## src/rtl/core/eqt_pkg.sv

```systemverilog
package eqt_pkg;

	localparam int NUM_SLOTS_DEF = 16;
	localparam int MAX_RESULTS   = 16;
	localparam int ID_W          = 4;
	localparam int TIME_W        = 64;
	localparam int CNT_W         = $clog2(MAX_RESULTS + 1);

	localparam logic [1:0] OP_ACTIVATE   = 2'd0;
	localparam logic [1:0] OP_DEACTIVATE = 2'd1;
	localparam logic [1:0] OP_TICK       = 2'd2;
	localparam logic [1:0] OP_QUERY      = 2'd3;

	localparam logic [1:0] KIND_ACK     = 2'd0;
	localparam logic [1:0] KIND_EXPIRED = 2'd1;
	localparam logic [1:0] KIND_NEXT    = 2'd2;
	localparam logic [1:0] KIND_NONE    = 2'd3;

	typedef struct packed {
		logic [1:0]        opcode;
		logic [ID_W-1:0]   event_id;
		logic [TIME_W-1:0] expiry_time;
		logic [TIME_W-1:0] now_time;
	} eqt_in_t;

	typedef struct packed {
		logic [1:0]        kind;
		logic [ID_W-1:0]   slot_id;
		logic              was_active;
		logic [TIME_W-1:0] remaining;
		logic              last;
	} eqt_out_t;

	typedef struct packed {
		logic              done;
		logic              found;
		logic [TIME_W-1:0] expiry;
	} eqt_scan_res_t;

endpackage

```

## src/rtl/core/event_timer_queue_unit.sv

```systemverilog
// Activate and deactivate: the result is registered in res_q, then in rsp_q once the output is free.
// Query: one scan of the expiry memory gives the result.
// Tick: one scan per expired slot, plus one closing scan, and an emit of each expired slot
// but the last between its scans.
// The scan reads the single read port of the expiry memory, one slot per cycle.
// One item is in work at a time; the next is taken once its last result is registered.
// Reset clears all active marks and the control state; the expiry memory keeps its contents.
module event_timer_queue_unit #(
	parameter int NUM_SLOTS = eqt_pkg::NUM_SLOTS_DEF
) (
	input  logic              clk,
	input  logic              arst_n,
	input  logic              req_valid,
	output logic              req_ready,
	input  eqt_pkg::eqt_in_t  req,
	output logic              rsp_valid,
	input  logic              rsp_ready,
	output eqt_pkg::eqt_out_t rsp
);

	import eqt_pkg::*;

	localparam int SLOT_W = $clog2(NUM_SLOTS);

	localparam logic [1:0] ST_IDLE = 2'd0;
	localparam logic [1:0] ST_SCAN = 2'd1;
	localparam logic [1:0] ST_EMIT = 2'd2;

	logic [1:0]         state_q;
	logic [1:0]         op_q;
	logic [TIME_W-1:0]  now_q;
	logic [SLOT_W-1:0]  pend_q;
	logic               have_pend_q;
	logic [CNT_W-1:0]   cnt_q;
	logic               scan_next_q;
	eqt_out_t           res_q;
	eqt_out_t           rsp_q;
	logic               rsp_valid_q;
	logic [NUM_SLOTS-1:0] active_q;

	logic               req_fire;
	logic               in_range;
	logic [SLOT_W-1:0]  req_idx;
	logic               was;
	logic               emit_fire;
	logic               due;
	logic [TIME_W-1:0]  rem;
	logic               scan_start;
	logic               ram_we;
	logic [SLOT_W-1:0]  ram_raddr;
	logic [TIME_W-1:0]  ram_rdata;
	eqt_scan_res_t      scan_res;
	logic [SLOT_W-1:0]  best_idx;

	assign req_ready = (state_q == ST_IDLE);
	assign req_fire  = req_valid && req_ready;
	assign in_range  = (32'(req.event_id) < NUM_SLOTS);
	assign req_idx   = SLOT_W'(req.event_id);
	assign was       = in_range && active_q[req_idx];
	assign emit_fire = (state_q == ST_EMIT) && (!rsp_valid_q || rsp_ready);
	assign due       = scan_res.found && (scan_res.expiry <= now_q)
	                   && (cnt_q < CNT_W'(MAX_RESULTS));
	assign rem       = (scan_res.found && (scan_res.expiry > now_q))
	                   ? (scan_res.expiry - now_q) : '0;
	assign ram_we    = req_fire && (req.opcode == OP_ACTIVATE) && in_range;

	// A new scan starts for tick and query, after each removal, and after an emitted slot.
	assign scan_start = (req_fire && ((req.opcode == OP_TICK) || (req.opcode == OP_QUERY)))
	                    || ((state_q == ST_SCAN) && scan_res.done && (op_q == OP_TICK)
	                        && due && !have_pend_q)
	                    || (emit_fire && scan_next_q);

	eqt_ram #(
		.WIDTH(TIME_W),
		.DEPTH(NUM_SLOTS)
	) u_ram (
		.clk  (clk),
		.we   (ram_we),
		.waddr(req_idx),
		.wdata(req.expiry_time),
		.raddr(ram_raddr),
		.rdata(ram_rdata)
	);

	eqt_scan #(
		.NUM_SLOTS(NUM_SLOTS)
	) u_scan (
		.clk     (clk),
		.arst_n  (arst_n),
		.start   (scan_start),
		.active  (active_q),
		.raddr   (ram_raddr),
		.rdata   (ram_rdata),
		.res     (scan_res),
		.best_idx(best_idx)
	);

	always_ff @(posedge clk or negedge arst_n) begin
		if (!arst_n) begin
			state_q     <= ST_IDLE;
			op_q        <= OP_ACTIVATE;
			now_q       <= '0;
			pend_q      <= '0;
			have_pend_q <= 1'b0;
			cnt_q       <= '0;
			scan_next_q <= 1'b0;
			res_q       <= '0;
			rsp_q       <= '0;
			rsp_valid_q <= 1'b0;
			active_q    <= '0;
		end else begin
			if (emit_fire) begin
				rsp_valid_q <= 1'b1;
			end else if (rsp_ready) begin
				rsp_valid_q <= 1'b0;
			end
			case (state_q)
				ST_IDLE: begin
					if (req_fire) begin
						op_q        <= req.opcode;
						now_q       <= req.now_time;
						have_pend_q <= 1'b0;
						cnt_q       <= '0;
						scan_next_q <= 1'b0;
						if ((req.opcode == OP_ACTIVATE) || (req.opcode == OP_DEACTIVATE)) begin
							if (in_range) begin
								active_q[req_idx] <= (req.opcode == OP_ACTIVATE);
							end
							res_q <= '{kind: KIND_ACK, slot_id: req.event_id, was_active: was,
							           remaining: '0, last: 1'b1};
							state_q <= ST_EMIT;
						end else begin
							state_q <= ST_SCAN;
						end
					end
				end
				ST_SCAN: begin
					if (scan_res.done) begin
						if (op_q == OP_QUERY) begin
							res_q <= '{kind: KIND_NEXT, slot_id: '0, was_active: 1'b0,
							           remaining: rem, last: 1'b1};
							scan_next_q <= 1'b0;
							state_q     <= ST_EMIT;
						end else if (due) begin
							// The slot found now is held back until the next scan tells
							// whether it is the last one of this tick.
							active_q[best_idx] <= 1'b0;
							pend_q             <= best_idx;
							have_pend_q        <= 1'b1;
							cnt_q              <= cnt_q + 1'b1;
							if (have_pend_q) begin
								res_q <= '{kind: KIND_EXPIRED, slot_id: ID_W'(pend_q),
								           was_active: 1'b0, remaining: '0, last: 1'b0};
								scan_next_q <= 1'b1;
								state_q     <= ST_EMIT;
							end
						end else begin
							if (have_pend_q) begin
								res_q <= '{kind: KIND_EXPIRED, slot_id: ID_W'(pend_q),
								           was_active: 1'b0, remaining: '0, last: 1'b1};
							end else begin
								res_q <= '{kind: KIND_NONE, slot_id: '0, was_active: 1'b0,
								           remaining: '0, last: 1'b1};
							end
							scan_next_q <= 1'b0;
							state_q     <= ST_EMIT;
						end
					end
				end
				ST_EMIT: begin
					if (emit_fire) begin
						rsp_q   <= res_q;
						state_q <= scan_next_q ? ST_SCAN : ST_IDLE;
					end
				end
				default: begin
					state_q <= ST_IDLE;
				end
			endcase
		end
	end

	assign rsp_valid = rsp_valid_q;
	assign rsp       = rsp_q;

endmodule

```

## src/rtl/core/eqt_ram.sv

```systemverilog
module eqt_ram #(
	parameter int WIDTH = 64,
	parameter int DEPTH = 16
) (
	input  logic                     clk,
	input  logic                     we,
	input  logic [$clog2(DEPTH)-1:0] waddr,
	input  logic [WIDTH-1:0]         wdata,
	input  logic [$clog2(DEPTH)-1:0] raddr,
	output logic [WIDTH-1:0]         rdata
);

	logic [WIDTH-1:0] mem [DEPTH];

	always_ff @(posedge clk) begin
		if (we) begin
			mem[waddr] <= wdata;
		end
		rdata <= mem[raddr];
	end

endmodule

```

## src/rtl/core/eqt_scan.sv

```systemverilog
module eqt_scan #(
	parameter int NUM_SLOTS = eqt_pkg::NUM_SLOTS_DEF
) (
	input  logic                         clk,
	input  logic                         arst_n,
	input  logic                         start,
	input  logic [NUM_SLOTS-1:0]         active,
	output logic [$clog2(NUM_SLOTS)-1:0] raddr,
	input  logic [eqt_pkg::TIME_W-1:0]   rdata,
	output eqt_pkg::eqt_scan_res_t       res,
	output logic [$clog2(NUM_SLOTS)-1:0] best_idx
);

	import eqt_pkg::*;

	localparam int SLOT_W = $clog2(NUM_SLOTS);
	localparam logic [SLOT_W-1:0] LAST_IDX = SLOT_W'(NUM_SLOTS - 1);

	logic              busy_q;
	logic [SLOT_W-1:0] cnt_q;
	logic              rd_vld_s1;
	logic [SLOT_W-1:0] rd_idx_s1;
	logic              found_q;
	logic              done_q;
	logic [TIME_W-1:0] best_exp_q;
	logic [SLOT_W-1:0] best_idx_q;
	logic              take;

	assign raddr = cnt_q;

	// Slots arrive in ascending order, so a strict compare keeps the lower index on ties.
	assign take = rd_vld_s1 && active[rd_idx_s1] && (!found_q || (rdata < best_exp_q));

	always_ff @(posedge clk or negedge arst_n) begin
		if (!arst_n) begin
			busy_q     <= 1'b0;
			cnt_q      <= '0;
			rd_vld_s1  <= 1'b0;
			rd_idx_s1  <= '0;
			found_q    <= 1'b0;
			done_q     <= 1'b0;
			best_exp_q <= '0;
			best_idx_q <= '0;
		end else begin
			rd_vld_s1 <= busy_q;
			rd_idx_s1 <= cnt_q;
			done_q    <= rd_vld_s1 && (rd_idx_s1 == LAST_IDX);
			if (start) begin
				busy_q  <= 1'b1;
				cnt_q   <= '0;
				found_q <= 1'b0;
			end else begin
				if (busy_q) begin
					if (cnt_q == LAST_IDX) begin
						busy_q <= 1'b0;
						cnt_q  <= '0;
					end else begin
						cnt_q <= cnt_q + 1'b1;
					end
				end
				if (take) begin
					found_q    <= 1'b1;
					best_exp_q <= rdata;
					best_idx_q <= rd_idx_s1;
				end
			end
		end
	end

	assign res.done   = done_q;
	assign res.found  = found_q;
	assign res.expiry = best_exp_q;
	assign best_idx   = best_idx_q;

endmodule

```

## config.mk

```make
export PLATFORM = sky130hd
export DESIGN_NAME = event_timer_queue_unit
export DESIGN_NICKNAME = d
export VERILOG_FILES = /design/src/rtl/core/eqt_pkg.sv /design/src/rtl/core/event_timer_queue_unit.sv /design/src/rtl/core/eqt_ram.sv /design/src/rtl/core/eqt_scan.sv
export SDC_FILE = /design/constraint.sdc
export NUM_CORES = 2
export LEC_CHECK = 0
export BUFFER_PORTS_ARGS = -buffer_cell sky130_fd_sc_hd__buf_2
export CORE_AREA = 2 2 381 383
export CTS_BUF_LIST = sky130_fd_sc_hd__clkbuf_4 sky130_fd_sc_hd__clkbuf_8 sky130_fd_sc_hd__clkbuf_16
export DETAILED_ROUTE_END_ITERATION = 6
export DIE_AREA = 0 0 383 385
export PLACE_DENSITY = 0.6
export SLEW_MARGIN = 20
export SYNTH_ARGS = -nofsm -noshare
export SYNTH_HDL_FRONTEND = slang
export SYNTH_SLANG_ARGS = --single-unit
```

## constraint.sdc

```tcl
create_clock -name clk -period 9.5 [get_ports clk]
set_input_delay 0.475 -clock clk [delete_from_list [all_inputs] [get_ports clk]]
set_output_delay 0.475 -clock clk [all_outputs]
set_load 0.005 [all_outputs]
```

After elaboration in Yosys (flattened, before gate mapping)
Memories as Yosys holds them, arrays and structs flattened. A register that Yosys moved wholly into a read port is not among the register bits.
Index checks and enable logic that the tools add are counted.

storage, ports and cells
  bits in registers = 320
  RAM bits = 1024
  output and inout port bits = 74
  memories kept = 1

cells by class
  add/sub/neg operators = 3
  order comparisons = 9
  eq/ne operators = 16
  muxes and demuxes = 60
  bitwise gates (word level) = 4
  reduce and logical (&&, ||, !) cells = 41

memories
  name       depth  bits a word  read ports  clocked after memory_dff  wr ports  line           source
  u_ram.mem  16     64           1           1                         1         eqt_ram.sv:13  logic [WIDTH-1:0] mem [DEPTH];

operators by type and width
  operator            number
  $mux 72             7
  $pmux 72 s2         1
  $mux 16             5
  $gt 64x64->1        1
  $le 64x64->1        1
  $lt 64x64->1        1
  $mux 64             1
  $sub 64x64->64      1
  $pmux 16 s2         1
  $mux 1              22
  $mux 5              4
  $logic_and 1x1->1   17
  $and 16x16->16      1
  $bwmux 16           1
  $not 16->16         1
  $lt 4x5->1 const B  3
  $mux 2              7
  $mux 4              3
  $reduce_and 4->1    3
  $eq 2x2->1 const B  5
  $pmux 5 s2          1
  $reduce_and 5->1    2
  $bmux 1 s4          2
  $demux 1 s4         2
  18 further kinds    40

Depth between registers and ports, before layout
  depth after elaboration = 10
  gate-level depth with buffers = 16

Modules after synthesis
Synthesis repeated with hierarchy kept, for this count alone.

second synthesis, totals
  cells, all modules = 3826
  area, all modules = 59198.0 sq um

modules (own cells, without submodules)
  module                  instances  cells each  area each (sq um)  sequential area each (sq um)
  eqt_ram                 1          1647        39581.7            32030.7
  event_timer_queue_unit  1          1436        13397.8            6005.8
  eqt_scan                1          743         6218.5             2001.9

Worst setup path after synthesis
Ideal clock, no wire load.

  path type = in2reg
  start point = input port req[128] (netlist bit)
  end point = memory u_ram.mem[1][0] (enable)
  library setup time = 0.567 ns
  data arrival time = 5.888 ns
  data required time = 8.933 ns
  path slack = 3.045 ns
  cell stages on the path = 4
  buffers on the path = 1
  cells stage by stage = clkbuf_1 nand2b_1 or4_1 nor3_1

RTL lines
  element             line                          source
  start: declaration  event_timer_queue_unit.sv:15  input eqt_pkg::eqt_in_t req,
  end: declaration    eqt_ram.sv:13

Straight into the memory's write port.

Final worst setup path
  start point = register u_scan.best_exp_q[0]
  end point = register res_q[63] (netlist bit)

between the ends
  longest elaborated chain between the ends = 7

RTL lines
  element                   line                           source
  start: declaration        eqt_scan.sv:25                 logic [TIME_W-1:0] best_exp_q;
  start signal: assignment  eqt_scan.sv:63                 best_exp_q <= rdata;
  $le 64x64->1              event_timer_queue_unit.sv:61   assign due = scan_res.found && (scan_res.expiry <= now_q)
  $logic_and 1x1->1         event_timer_queue_unit.sv:61
  $logic_and 1x1->1         event_timer_queue_unit.sv:62   && (cnt_q < CNT_W'(MAX_RESULTS));
  $mux 72                   event_timer_queue_unit.sv:144  end else if (due) begin
  $mux 72                   event_timer_queue_unit.sv:139  if (op_q == OP_QUERY) begin
  $mux 72                   event_timer_queue_unit.sv:138  if (scan_res.done) begin
  $pmux 72 s2               event_timer_queue_unit.sv:117  case (state_q)
  end signal: assignment    event_timer_queue_unit.sv:129  res_q <= '{kind: KIND_ACK, slot_id: req.event_id, was_active: was,
  end signal: assignment    event_timer_queue_unit.sv:140  res_q <= '{kind: KIND_NEXT, slot_id: '0, was_active: 1'b0,
  end signal: assignment    event_timer_queue_unit.sv:152  res_q <= '{kind: KIND_EXPIRED, slot_id: ID_W'(pend_q),
  end: declaration          event_timer_queue_unit.sv:36   eqt_out_t res_q;

Several ways; a longest one is shown, not always the timed one. The select of a mux whose other input is x is not followed.
A chain may end at the register's enable or synchronous reset.

==> run summary <==
================================================================================
Met3 Usage GRT                                                            4.168%
Power Internal                                                          13.44 mW
Share of the synthesized area in compound gates (AO/OA/AOI/OAI)           8.651%
Maximum fanout along the worst path                                           92
Unrepaired setup endpoints after global routing                               no
Fraction of layout instances using a drive strength above 1               19.23%
Synth cell types                                                              77
Clock tree root buffer cell                                            clkbuf_16
Largest net degree at the start of global routing                            153
Initial standard-cell utilization of the core                             40.84%
Power per cell area                                                 313.2 nW/um^2
Post-CTS sizing                                                                0
Overall die area                                                    147,500 um^2
Setup crit end                                                         res_q[63]
Proportion of synthesized area in mux cells                               11.31%
Synth Net Count                                                            4,220
Floorplan die width                                                       383 um
Synth Area in Simple Gates                                                5.580%
Period utilization                                                        53.35%
Remaining antenna violation count after routing                                0
Cell Area, Synth                                                     58,460 um^2
Layout-stage area growth over the synthesis result                        14.94%
Critical register-to-register path startpoint                       u_scan.best_exp_q[0]
Leakage power total                                                     25.36 nW
Stage delay of the slowest cell on the critical path                     0.74 ns
Clock net sink count                                                       1,408
Pre-Repair DR Iteration Count                                                  7
CTS H-tree depth                                                               4
Most frequent cell after synthesis                                      edfxtp_1
Crit path from                                                      u_scan.best_exp_q[0]
Num rows                                                                     139
Number of instances in the synthesized netlist                             3,952
IO buf count                                                                 211
Number of primary I/O pins                                                   212
Count of nets after finishing                                              4,497
Die Y-Extent                                                              385 um
Area leader, netlist                                                    edfxtp_1
Clk_lat worst skew                                                       0.78 ns
Slew of the pin with the lowest slew margin                             1.185 ns
Violations in the final reports                                              DRC
Proportion of power drawn by combinational gates                           36.0%
Predominant post-synthesis flop cell                                    edfxtp_1
Most common library cells after synthesis                           edfxtp_1, nand2_1, dfrtp_1, o21ai_0, mux2i_1
Mean instance size in the synthesized netlist                         14.79 um^2
Hold buffer count at CTS                                                      54
Path type of the worst min-delay path                               primary input to flop
Global placement routability congestion                                   0.9135
Combined global-route utilization of all metal layers                     20.50%
Via count of the first global-routing pass                                33,853
Sum of net half-perimeters after detailed placement                    90,810 um
Seq pwr share                                                              36.8%
Fraction of post-synthesis cell area in the top cell type by area         52.60%
Highest clock rate                                                     197.3 MHz
Switching power of the nets                                             7.601 mW
Post-CTS setup buffer count                                                    0
Area of the core region                                             143,100 um^2
Share of total power in the clock network                                  27.2%
Number of endpoints failing setup at the final stage                           0
Maximum buffer depth of the clock tree                                         3
Max-cap check violation count                                                  0
Slowest CP cell                                                            buf_4
Terminus of the critical flop-to-flop path                             res_q[63]
Dominant combinational cell family by area after synthesis          multiplexers
Clock slew at reported path FFs                                          0.06 ns
Count of vias placed by the detailed router                               34,193
Final WL                                                              151,800 um
Xor/xnor share of the synthesized area                                   0.8989%
Initial antenna violation count                                               39
Number of hold violations in the final report                                  0
Wire per inst                                                           24.26 um
CP Data Arrival Time                                                     5.73 ns
Synth warnings                                                                 0
CTS buffer count                                                             146
Sequential fraction of the synthesis area                                 68.49%
Count of cells along the worst register-to-register path                      16
Top Usage Layer GRT                                                         met2
Relative slew slack                                                       21.02%
Setup slack, reg-to-reg                                                  4.43 ns
Number of synthesized flops with an enable pin                             1,024
Fin Clk Skew                                                          0.02915 ns
Clock tree from TritonCTS                                                  built
IR drop worst, VDD                                                      260.0 uV
DR vias/cell                                                               5.466
DR DRC count                                                                   2
Global-route met2 utilization                                             32.88%
Result of the run                                                   complete, but fails checks
Category of the worst setup path capture point                              flop
Flip-flop and latch count after synthesis                                  1,408
Share of total power consumed by net switching                            36.12%
1st-iter DRT viols                                                         2,900
Req. time, crit path                                                    10.16 ns
Critical path launch point type                                             flop
Adder-cell area share of the yosys netlist                                2.795%
Hold slack final                                                      0.03063 ns
Share of synthesized flip-flops with an asynchronous set or reset         22.73%
Type of the setup path with the least slack                         flop to flop
Synth area leaders                                                  edfxtp_1, dfrtp_1, mux4_2, nand2_1, mux2i_1
Remaining Overflow, GRT                                                        0
Minimum clock period                                                    5.069 ns
Total negative slack                                                        0 ns
List of cells traversed by the critical path                        inv_1 -> ha_1 -> inv_1 -> fa_1 -> nand3_1 -> a21oi_1 -> o21ai_0 -> a21oi_2 -> o31ai_2 -> a2bb2oi_2 -> or3_1 -> o21ai_4 -> buf_4 -> nor2_1 -> buf_4 -> a22o_1
Slew Viols, Final                                                              0
Fraction of met1 tracks used by global routing                            28.31%
Wire length of the first global-routing pass                          223,400 um
================================================================================
==> cell usage in the layout (no fill, tap or decap), types with 22 or more instances in the layout <==
cell and count:
ha_1 129, nand2_1 515, nand2b_1 27, o21ai_0 253
a22oi_1 71, nor2_1 63, xnor2_1 32, buf_4 47
mux4_2 138, a21o_1 44, mux2i_1 193, inv_1 148
nand3_1 24, a22o_1 24, o21bai_1 22, clkbuf_8 22
a21oi_1 168, dlygate4sd3_1 54, dfxtp_1 64, o31ai_1 47
buf_2 210, a221oi_1 68, xor2_1 28, clkbuf_16 147
nand4_1 30, mux2_2 113, edfxtp_1 1024, clkbuf_4 40
dfrtp_1 316
==> worst min-delay path by stage <==
stage | startpoint | to | slack (ns) | cells past startpoint
6_report | req[22] | now_q[22] | 0.03 | 3
3_3_place_gp | rsp[26] | rsp[26] | 0.45 | 2
2_1_floorplan | arst_n | active_q[0] | 0.18 | 0
5_1_grt | req[22] | now_q[22] | 0.009 | 3
4_1_cts | req[9] | now_q[9] | 0.006 | 3
3_5_place_dp | res_q[13] | rsp[13] | 0.45 | 2
==> metrics by stage <==
stage	area [um^2]	cells	worst slack (ns)	total power, mW	utilization, %
global placement	61740	5930	4.469	15.36	43.13
global route	67180	6251	4.086	22.22	46.93
finish	67190	6256	4.431	21.04	46.94
floorplan	58460	3952	3.045	12.95	-
CTS	67180	6250	4.413	21.16	46.93
detailed placement	61740	5930	4.438	15.39	43.13
==> sequential cells by signal (all words and copies together) (netlist names), 4 cells and up <==
register	count
u_ram.mem	1024
u_scan.best_exp_q	64
u_ram.rdata	64
pend_q	4
rsp	72
cnt_q	5
u_scan.rd_idx_s1	4
res_q	72
u_scan.raddr	4
active_q	16
u_scan.best_idx	4
now_q	64
==> final cells by class <==
class                           instances  area, um^2
Antenna cell                            6       15.01
Clock buffer                          209        4282
Clock inverter                         57       614.3
Fill cell                           12358       75940
Inverter                              149       559.3
Multi-Input combinational cell       2207       17230
Sequential cell                      1408       40050
Tap cell                             1903        2381
Timing Repair Buffer                  317        2059
==> power by group through the flow <==
stage | clock network [mW] | logic (mW) | registers [mW]
4_1_cts | 5.85 | 7.58 | 7.73
3_5_place_dp | 0 | 7.53 | 7.86
5_1_grt | 6.09 | 8.33 | 7.80
2_1_floorplan | 0 | 5.45 | 7.50
6_report | 5.73 | 7.58 | 7.73
3_3_place_gp | 0 | 7.52 | 7.85
==> routing by layer <==
metal | vias to the layer above | wire, um
met1 | 17314 | 66440
met3 | 264 | 9965
met5 | - | 226
met2 | 998 | 71450
met4 | 34 | 3712
li1 | 15583 | -
==> cell families after synthesis <==
family / Yosys count
buf+inv: 337
compound gates: 793
flops: 1408
fa+ha+maj: 130
simple gates: 760
xor+xnor: 60
mux: 464
==> worst max-delay path: cells and delay by family, from the launching register on <==
family	cells	cell delay, ns
and+or+nand+nor	3	0.73
adders and majority gates	2	0.56
AOI/OAI and AO/OA	7	2.10
buffers and inverters	4	1.10
DFF	1	0.40
Note: power is estimated with default switching activity, not from simulation.
